$ cat src/design/ps2_sed_pkg.sv
// Shared codes and types for the PS/2 set-2 scancode event decoder.
package ps2_sed_pkg;

  // Prefix and key codes from scancode set 2.
  localparam logic [7:0] CodeRelease  = 8'hF0;
  localparam logic [7:0] CodeExtended = 8'hE0;
  localparam logic [7:0] CodeLShift   = 8'h12;
  localparam logic [7:0] CodeRShift   = 8'h59;
  localparam logic [7:0] CodeAlt      = 8'h11;
  localparam logic [7:0] CodeCtrl     = 8'h14;
  localparam logic [7:0] CodeCaps     = 8'h58;

  // Bit positions in the modifier word.
  localparam int unsigned ModShiftBit = 0;
  localparam int unsigned ModAltBit   = 1;
  localparam int unsigned ModCtrlBit  = 2;
  localparam int unsigned ModCapsBit  = 3;

  // Prefix tracker, one-hot.
  typedef enum logic [2:0] {
    PFX_IDLE     = 3'b001,
    PFX_RELEASE  = 3'b010,
    PFX_EXTENDED = 3'b100
  } prefix_e;

  typedef logic [3:0] mods_t;

endpackage

$ cat src/design/ps2_scancode_event_decoder_core.sv
// Top level: PS/2 set-2 scancode decoder with prefix tracking and modifier state.
// Each accepted word is held in the input register, then its result in the result register.
// Throughput: one scancode word per cycle while the result is not stalled; the decode is a single short pass.
// Prefix and modifier-only words produce no output word.
// Reset (rst_ni low, asynchronous) clears both stage valids, the prefix state,
// the modifier bits and the caps lock held latch.
module ps2_scancode_event_decoder_core (
  input  logic       clk_i,
  input  logic       rst_ni,
  input  logic       in_valid_i,
  output logic       in_stall_o,
  input  logic [7:0] scan_byte_i,
  output logic       out_valid_o,
  input  logic       out_stall_i,
  output logic [7:0] key_code_o,
  output logic       is_release_o,
  output logic [3:0] modifier_bits_o
);
  import ps2_sed_pkg::*;

  logic       in_valid_q;
  logic [7:0] byte_q;

  prefix_e    pfx_q, pfx_d;
  mods_t      mods_q, mods_d;
  logic       caps_held_q, caps_held_d;

  logic       out_valid_q;
  logic [7:0] key_code_q;
  logic       is_release_q;
  mods_t      mods_out_q;

  logic       advance;
  logic       is_key;
  logic       release_w;
  logic       emit_w;

  // The held word moves on when the result slot is free or draining.
  assign advance    = in_valid_q && (!out_valid_q || !out_stall_i);
  assign in_stall_o = in_valid_q && !advance;

  // Input register.
  always_ff @(posedge clk_i or negedge rst_ni) begin
    if (!rst_ni) begin
      in_valid_q <= 1'b0;
    end else if (!in_stall_o) begin
      in_valid_q <= in_valid_i;
    end
  end

  always_ff @(posedge clk_i) begin
    if (in_valid_i && !in_stall_o) begin
      byte_q <= scan_byte_i;
    end
  end

  // Prefix tracking: decide whether this word completes a key sequence.
  always_comb begin
    pfx_d     = pfx_q;
    is_key    = 1'b0;
    release_w = 1'b0;
    case (pfx_q)
      PFX_RELEASE: begin
        // Whatever follows the release prefix is the key code.
        release_w = 1'b1;
        is_key    = 1'b1;
      end
      PFX_EXTENDED: begin
        if (byte_q == CodeRelease) begin
          pfx_d = PFX_RELEASE;
        end else begin
          is_key = 1'b1;
        end
      end
      default: begin
        if (byte_q == CodeRelease) begin
          pfx_d = PFX_RELEASE;
        end else if (byte_q == CodeExtended) begin
          pfx_d = PFX_EXTENDED;
        end else begin
          is_key = 1'b1;
        end
      end
    endcase
    if (is_key) begin
      pfx_d = PFX_IDLE;
    end
  end

  // Modifier handling for a completed key; other keys give an event.
  always_comb begin
    mods_d      = mods_q;
    caps_held_d = caps_held_q;
    emit_w      = 1'b0;
    if (is_key) begin
      case (byte_q)
        CodeLShift, CodeRShift: mods_d[ModShiftBit] = !release_w;
        CodeAlt:                mods_d[ModAltBit]   = !release_w;
        CodeCtrl:               mods_d[ModCtrlBit]  = !release_w;
        CodeCaps: begin
          // Caps lock toggles once per press; the release only frees the latch.
          if (release_w) begin
            caps_held_d = 1'b0;
          end else if (!caps_held_q) begin
            mods_d[ModCapsBit] = !mods_q[ModCapsBit];
            caps_held_d        = 1'b1;
          end
        end
        default: emit_w = 1'b1;
      endcase
    end
  end

  // Decoder state.
  always_ff @(posedge clk_i or negedge rst_ni) begin
    if (!rst_ni) begin
      pfx_q       <= PFX_IDLE;
      mods_q      <= '0;
      caps_held_q <= 1'b0;
    end else if (advance) begin
      pfx_q       <= pfx_d;
      mods_q      <= mods_d;
      caps_held_q <= caps_held_d;
    end
  end

  // Result register.
  always_ff @(posedge clk_i or negedge rst_ni) begin
    if (!rst_ni) begin
      out_valid_q <= 1'b0;
    end else if (advance) begin
      out_valid_q <= emit_w;
    end else if (!out_stall_i) begin
      out_valid_q <= 1'b0;
    end
  end

  always_ff @(posedge clk_i) begin
    if (advance && emit_w) begin
      key_code_q   <= byte_q;
      is_release_q <= release_w;
      mods_out_q   <= mods_d;
    end
  end

  assign out_valid_o     = out_valid_q;
  assign key_code_o      = key_code_q;
  assign is_release_o    = is_release_q;
  assign modifier_bits_o = mods_out_q;

endmodule

$ cat config.mk
export PLATFORM = sky130hd
export DESIGN_NAME = ps2_scancode_event_decoder_core
export DESIGN_NICKNAME = d
export VERILOG_FILES = /design/src/design/ps2_sed_pkg.sv /design/src/design/ps2_scancode_event_decoder_core.sv
export SDC_FILE = /design/constraint.sdc
export NUM_CORES = 1
export LEC_CHECK = 0
export BUFFER_PORTS_ARGS = -buffer_cell sky130_fd_sc_hd__clkbuf_2
export CAP_MARGIN = 20
export CORE_MARGIN = 2
export CORE_UTILIZATION = 47
export CTS_CLUSTER_DIAMETER = 200
export CTS_CLUSTER_SIZE = 24
export DETAILED_ROUTE_END_ITERATION = 16
export GPL_ROUTABILITY_DRIVEN = 0
export PLACE_DENSITY = 0.71
export SLEW_MARGIN = 15
export SYNTH_ARGS = -nofsm -noshare
export SYNTH_HDL_FRONTEND = slang
export SYNTH_SLANG_ARGS = --single-unit
$ cat constraint.sdc
create_clock -name clk_i -period 2.2 [get_ports clk_i]
set_clock_uncertainty 0.05 [all_clocks]
set_input_delay 0 -clock clk_i [delete_from_list [all_inputs] [get_ports clk_i]]
set_output_delay 0 -clock clk_i [all_outputs]
set_load 0.02 [all_outputs]
==> flow_results.org <==
** Clock network
- TritonCTS clock tree :: yes
- After clock tree synthesis, the setup repair step added 0 buffers.
- Number of buffers added by the clock tree synthesis step :: 5
- CTS clk-pin slew, worst paths :: 0.09 ns
- Clock latency reported for the late side of the worst-skew pair :: 0.31 ns
- Maximum level of the CTS H-tree :: 2
- Clock tree sinks :: 31
- In this run the deepest clock path goes through 2 buffers.
- The cell sitting at the root of the clock tree is a sky130_fd_sc_hd__clkbuf_4.

** Critical path
- On the critical path the largest part of the delay comes from simple AND/OR/NAND/NOR gates.
- Reg-to-reg critical path endpoint :: modifier_bits_o[1]
- Traced cell by cell, the critical path runs through or3b_1 > or3_4 > or3_4 > mux2_4.
- Endpoint arrival time on the critical path :: 2.14 ns
- Crit Path Class :: reg2reg
- R2R setup slack :: 0.08 ns
- On the worst path, the slowest cell contributes a delay of 0.40 ns.
- Along the worst path, the maximum fanout reaches 4.
- On the critical path, the stage with the largest delay is an instance of sky130_fd_sc_hd__or3b_1.
- STA classifies the critical path startpoint as a register.
- Critical path buffers and inverters :: 0
- The worst register-to-register path begins at byte_q[5].
- Most frequent cell on the critical path :: sky130_fd_sc_hd__or3_4
- Number of cells on the critical path :: 4
- The worst setup path is captured at a register.
- Worst setup endpoint :: modifier_bits_o[1]
- Critical path required time :: 2.23 ns
- Launch point of the critical path :: byte_q[5]
- Worst R2R Path Depth :: 4

** Global route
- Global-route wire length before repair :: 4350 um
- The via count of the first global-routing pass is 975.
- Number of antenna violations at the first check in global routing :: 0
- Aggregate global routing overflow :: 0
- Entering global routing, the biggest net connects 14 pins.
- In the global route stage, overall resource usage came out at 18.2%.

** Power
- Pleak :: 0.000713 uW
- The analysis attributes to net switching a power of 296 uW.
- For this design the ratio of total power to cell area is 683 nW/um^2.
- The clock network accounts for 26.2% of the total power.
- Of the total power, registers draw 59.9%.
- Cell internal power was estimated by the tool at 868 uW.
- Sw frac :: 25.4%
- Combinational logic is responsible for 13.9% of the overall power.
- VDD IR-drop max :: 0.649 mV

** Placement
- Count of buffers from port buffering :: 26
- Before CTS, the worst setup slack after placement is -0.129 ns.
- Detailed placement ended at an HPWL of 1720 um.

** Run
- Max-cap violation count :: 0

** Routing
- For this block, the via count after detailed routing is 939.
- After detailed routing, the number of remaining DRC violations is 0.
- Number of routed nets with antenna violations :: 0
- Dividing the detail-routed wire length by the instance count gives 14.4 um.
- 1st-iter DRT viols :: 18
- Detailed-router iteration count before antenna repair :: 4
- Wire length after detailed routing :: 2580 um
- Per-cell via count in the routed design :: 5.25

** Cells and area
- Relative to the synthesized area, the layout overhead comes to 34.2%.
- Number of diodes added for antenna fixing :: 0
- The post-route netlist has 36.9% of its cells at a drive strength greater than 1.
- Final-layout fill cell count :: 187
- For this run, the post-layout net count is 160.

** STA
- Worst Tran Pin Value :: 0.622 ns
- Dividing the final minimum period by the clock period gives 96.2%.
- The final number of max-transition violations came to 0.
- Post-route worst hold slack :: 0.0296 ns
- Final Critical Period :: 2.12 ns
- Setup repair after global routing left no endpoint under its margin.
- Derived from the worst setup path, the maximum achievable clock frequency is 472 MHz.
- Min setup slack post-route :: 0.0830 ns
- Slew margin rel. :: 58.5%
- Number of failing setup endpoints in the final timing report :: 0
- The number of failing hold endpoints at the final stage came to 0.

** Floorplanning
- Once the floorplan was initialized, standard cells occupied 50.4% of the core.
- The initialized floorplan defines 18 standard-cell rows.
- The total area inside the core boundary comes to 2520 sq um.
- Overall die area :: 3140 sq um
- Chip width :: 56.0 um
- Y dimension of the die :: 56.0 um
- In this run the count of I/O pins placed on the die edge is 27.

** Synth
- In the synthesized netlist, the number of instances is 92.
- Counting every net in the synthesized netlist gives 104.
- By area the synthesized netlist is led by sky130_fd_sc_hd__edfxtp_1 (50%), sky130_fd_sc_hd__dfrtp_1 (18%), sky130_fd_sc_hd__o21ai_0 (3.5%).
- The synthesized design contains 31 register bits.
- Syn Area/Cell :: 13.8 sq um
- Among all flip-flop cells after synthesis, the most frequent one is sky130_fd_sc_hd__edfxtp_1.
- Counting flops with an async set or reset pin after synthesis yields a share of 32.3%.
- Dominant cell type by area after synthesis :: sky130_fd_sc_hd__edfxtp_1
- Sequential cell area fraction in the yosys report :: 69.4%
- Counting distinct cell types in the post-synthesis netlist gives 36.
- The share of synthesized area in the top cell type comes to 49.6%.
- Area of the mapped netlist :: 1270 sq um
- Counting flops with a built-in enable in the synthesized netlist gives 21.
- Ys Warns :: 0

** Run status
- Result of the run :: complete, no violations

** Hold path
- Min-Delay Path Class :: in2async
repair_timing:
| item | 4_1_cts | 5_1_grt |
|---|---|---|
| endpoints found under the hold margin | 20 | 0 |
| setup endpoints to repair | 13 | 1 |
| hold buffers | 12 | 0 |
| gates resized for setup | 1 | 1 |
power groups by stage:
stage	Sequential (uW)	Combinational [uW]	Clock [uW]
6_report	697	162	305
5_1_grt	703	177	342
4_1_cts	698	160	309
3_5_place_dp	711	142	0
3_3_place_gp	709	139	0
2_1_floorplan	738	53.6	0
synthesized netlist by cell type (2+ instances only):
master and number:
sky130_fd_sc_hd__nand2_1 5, sky130_fd_sc_hd__or3b_2 2, sky130_fd_sc_hd__or3_1 3, sky130_fd_sc_hd__dfrtp_1 9
sky130_fd_sc_hd__inv_1 2, sky130_fd_sc_hd__xor2_1 3, sky130_fd_sc_hd__or2_2 2, sky130_fd_sc_hd__o31ai_1 5
sky130_fd_sc_hd__a21oi_1 2, sky130_fd_sc_hd__and2_1 2, sky130_fd_sc_hd__edfxtp_1 21, sky130_fd_sc_hd__o21ai_0 9
sky130_fd_sc_hd__nor2_1 4
registers in the layout, indices dropped and copies added (netlist names):
register	flops
pfx_q	3
mods_q	4
key_code_o	8
byte_q	8
in_valid_q	1
out_valid_o	1
modifier_bits_o	4
is_release_o	1
caps_held_q	1
kinds of logic (layout without fill, tap and decap cells):
kind of cell / count (synthesis) / count (layout) / share of synthesized area, %
multiplexers: 1 / 1 / 1.18
buffers and inverters: 5 / 62 / 1.57
AND/OR/NAND/NOR: 31 / 31 / 15.6
AO/OA/AOI/OAI: 21 / 21 / 10.2
XOR/XNOR: 3 / 3 / 2.07
flip-flops: 31 / 31 / 69.4
cell usage in the layout, fill, tap and decap left out, drive strengths merged, types with 2 or more instances in the layout:
master,n
nor2,4
a21oi,2
or2,2
or3b,3
dlygate4sd3,12
xor2,3
buf,13
inv,2
clkbuf,33
dfrtp,9
o21ai,9
and2,2
nand2,5
or3,4
o31ai,5
edfxtp,21
clkinv,2
per-layer routing:
layer | part of all wire (%) | track usage (%) | vias to the layer above | wire length, um
li1 | - | - | 464 | -
met1 | 42 | 20.7 | 444 | 1090
met2 | 53 | 32.9 | 29 | 1370
met3 | 4.3 | 6.05 | 2 | 112
met4 | 0.54 | 4.08 | 0 | 14
met5 | 0 | 0 | - | 0
worst min-delay path by stage:
stage,to,slack (ns),cells past startpoint
after floorplan,caps_held_q,-0.35,0
after global placement,pfx_q[1],-0.17,1
after detailed placement,out_valid_o,-0.17,1
after CTS,out_valid_o,0.02,2
after global routing,caps_held_q,0.06,2
final,mods_q[0],0.03,2
layout make-up:
type                       instances  area [sq um]  share of cell area [%]
sequential                        31           882                    51.7
clock inverter                     1          5.00                   0.293
timing repair buffer              51           348                    20.4
clock buffer                       7          45.0                    2.64
inverter                           3          11.3                   0.660
multi-input combinational         56           377                    22.1
tap                               30          37.5                    2.20
per-stage QoR:
step                power, uW  utilization (%)  instance area, sq um  setup TNS, ns  std cells
floorplan                 792                -                  1270              0         92
global placement          849             60.6                  1530         -0.489        159
detailed placement        853             60.6                  1530          -1.67        159
CTS                      1170             67.4                  1700              0        179
global route             1220             67.6                  1710              0        179
finish                   1160             67.6                  1710              0        179
No activity file was read; power rests on OpenSTA's default activity.
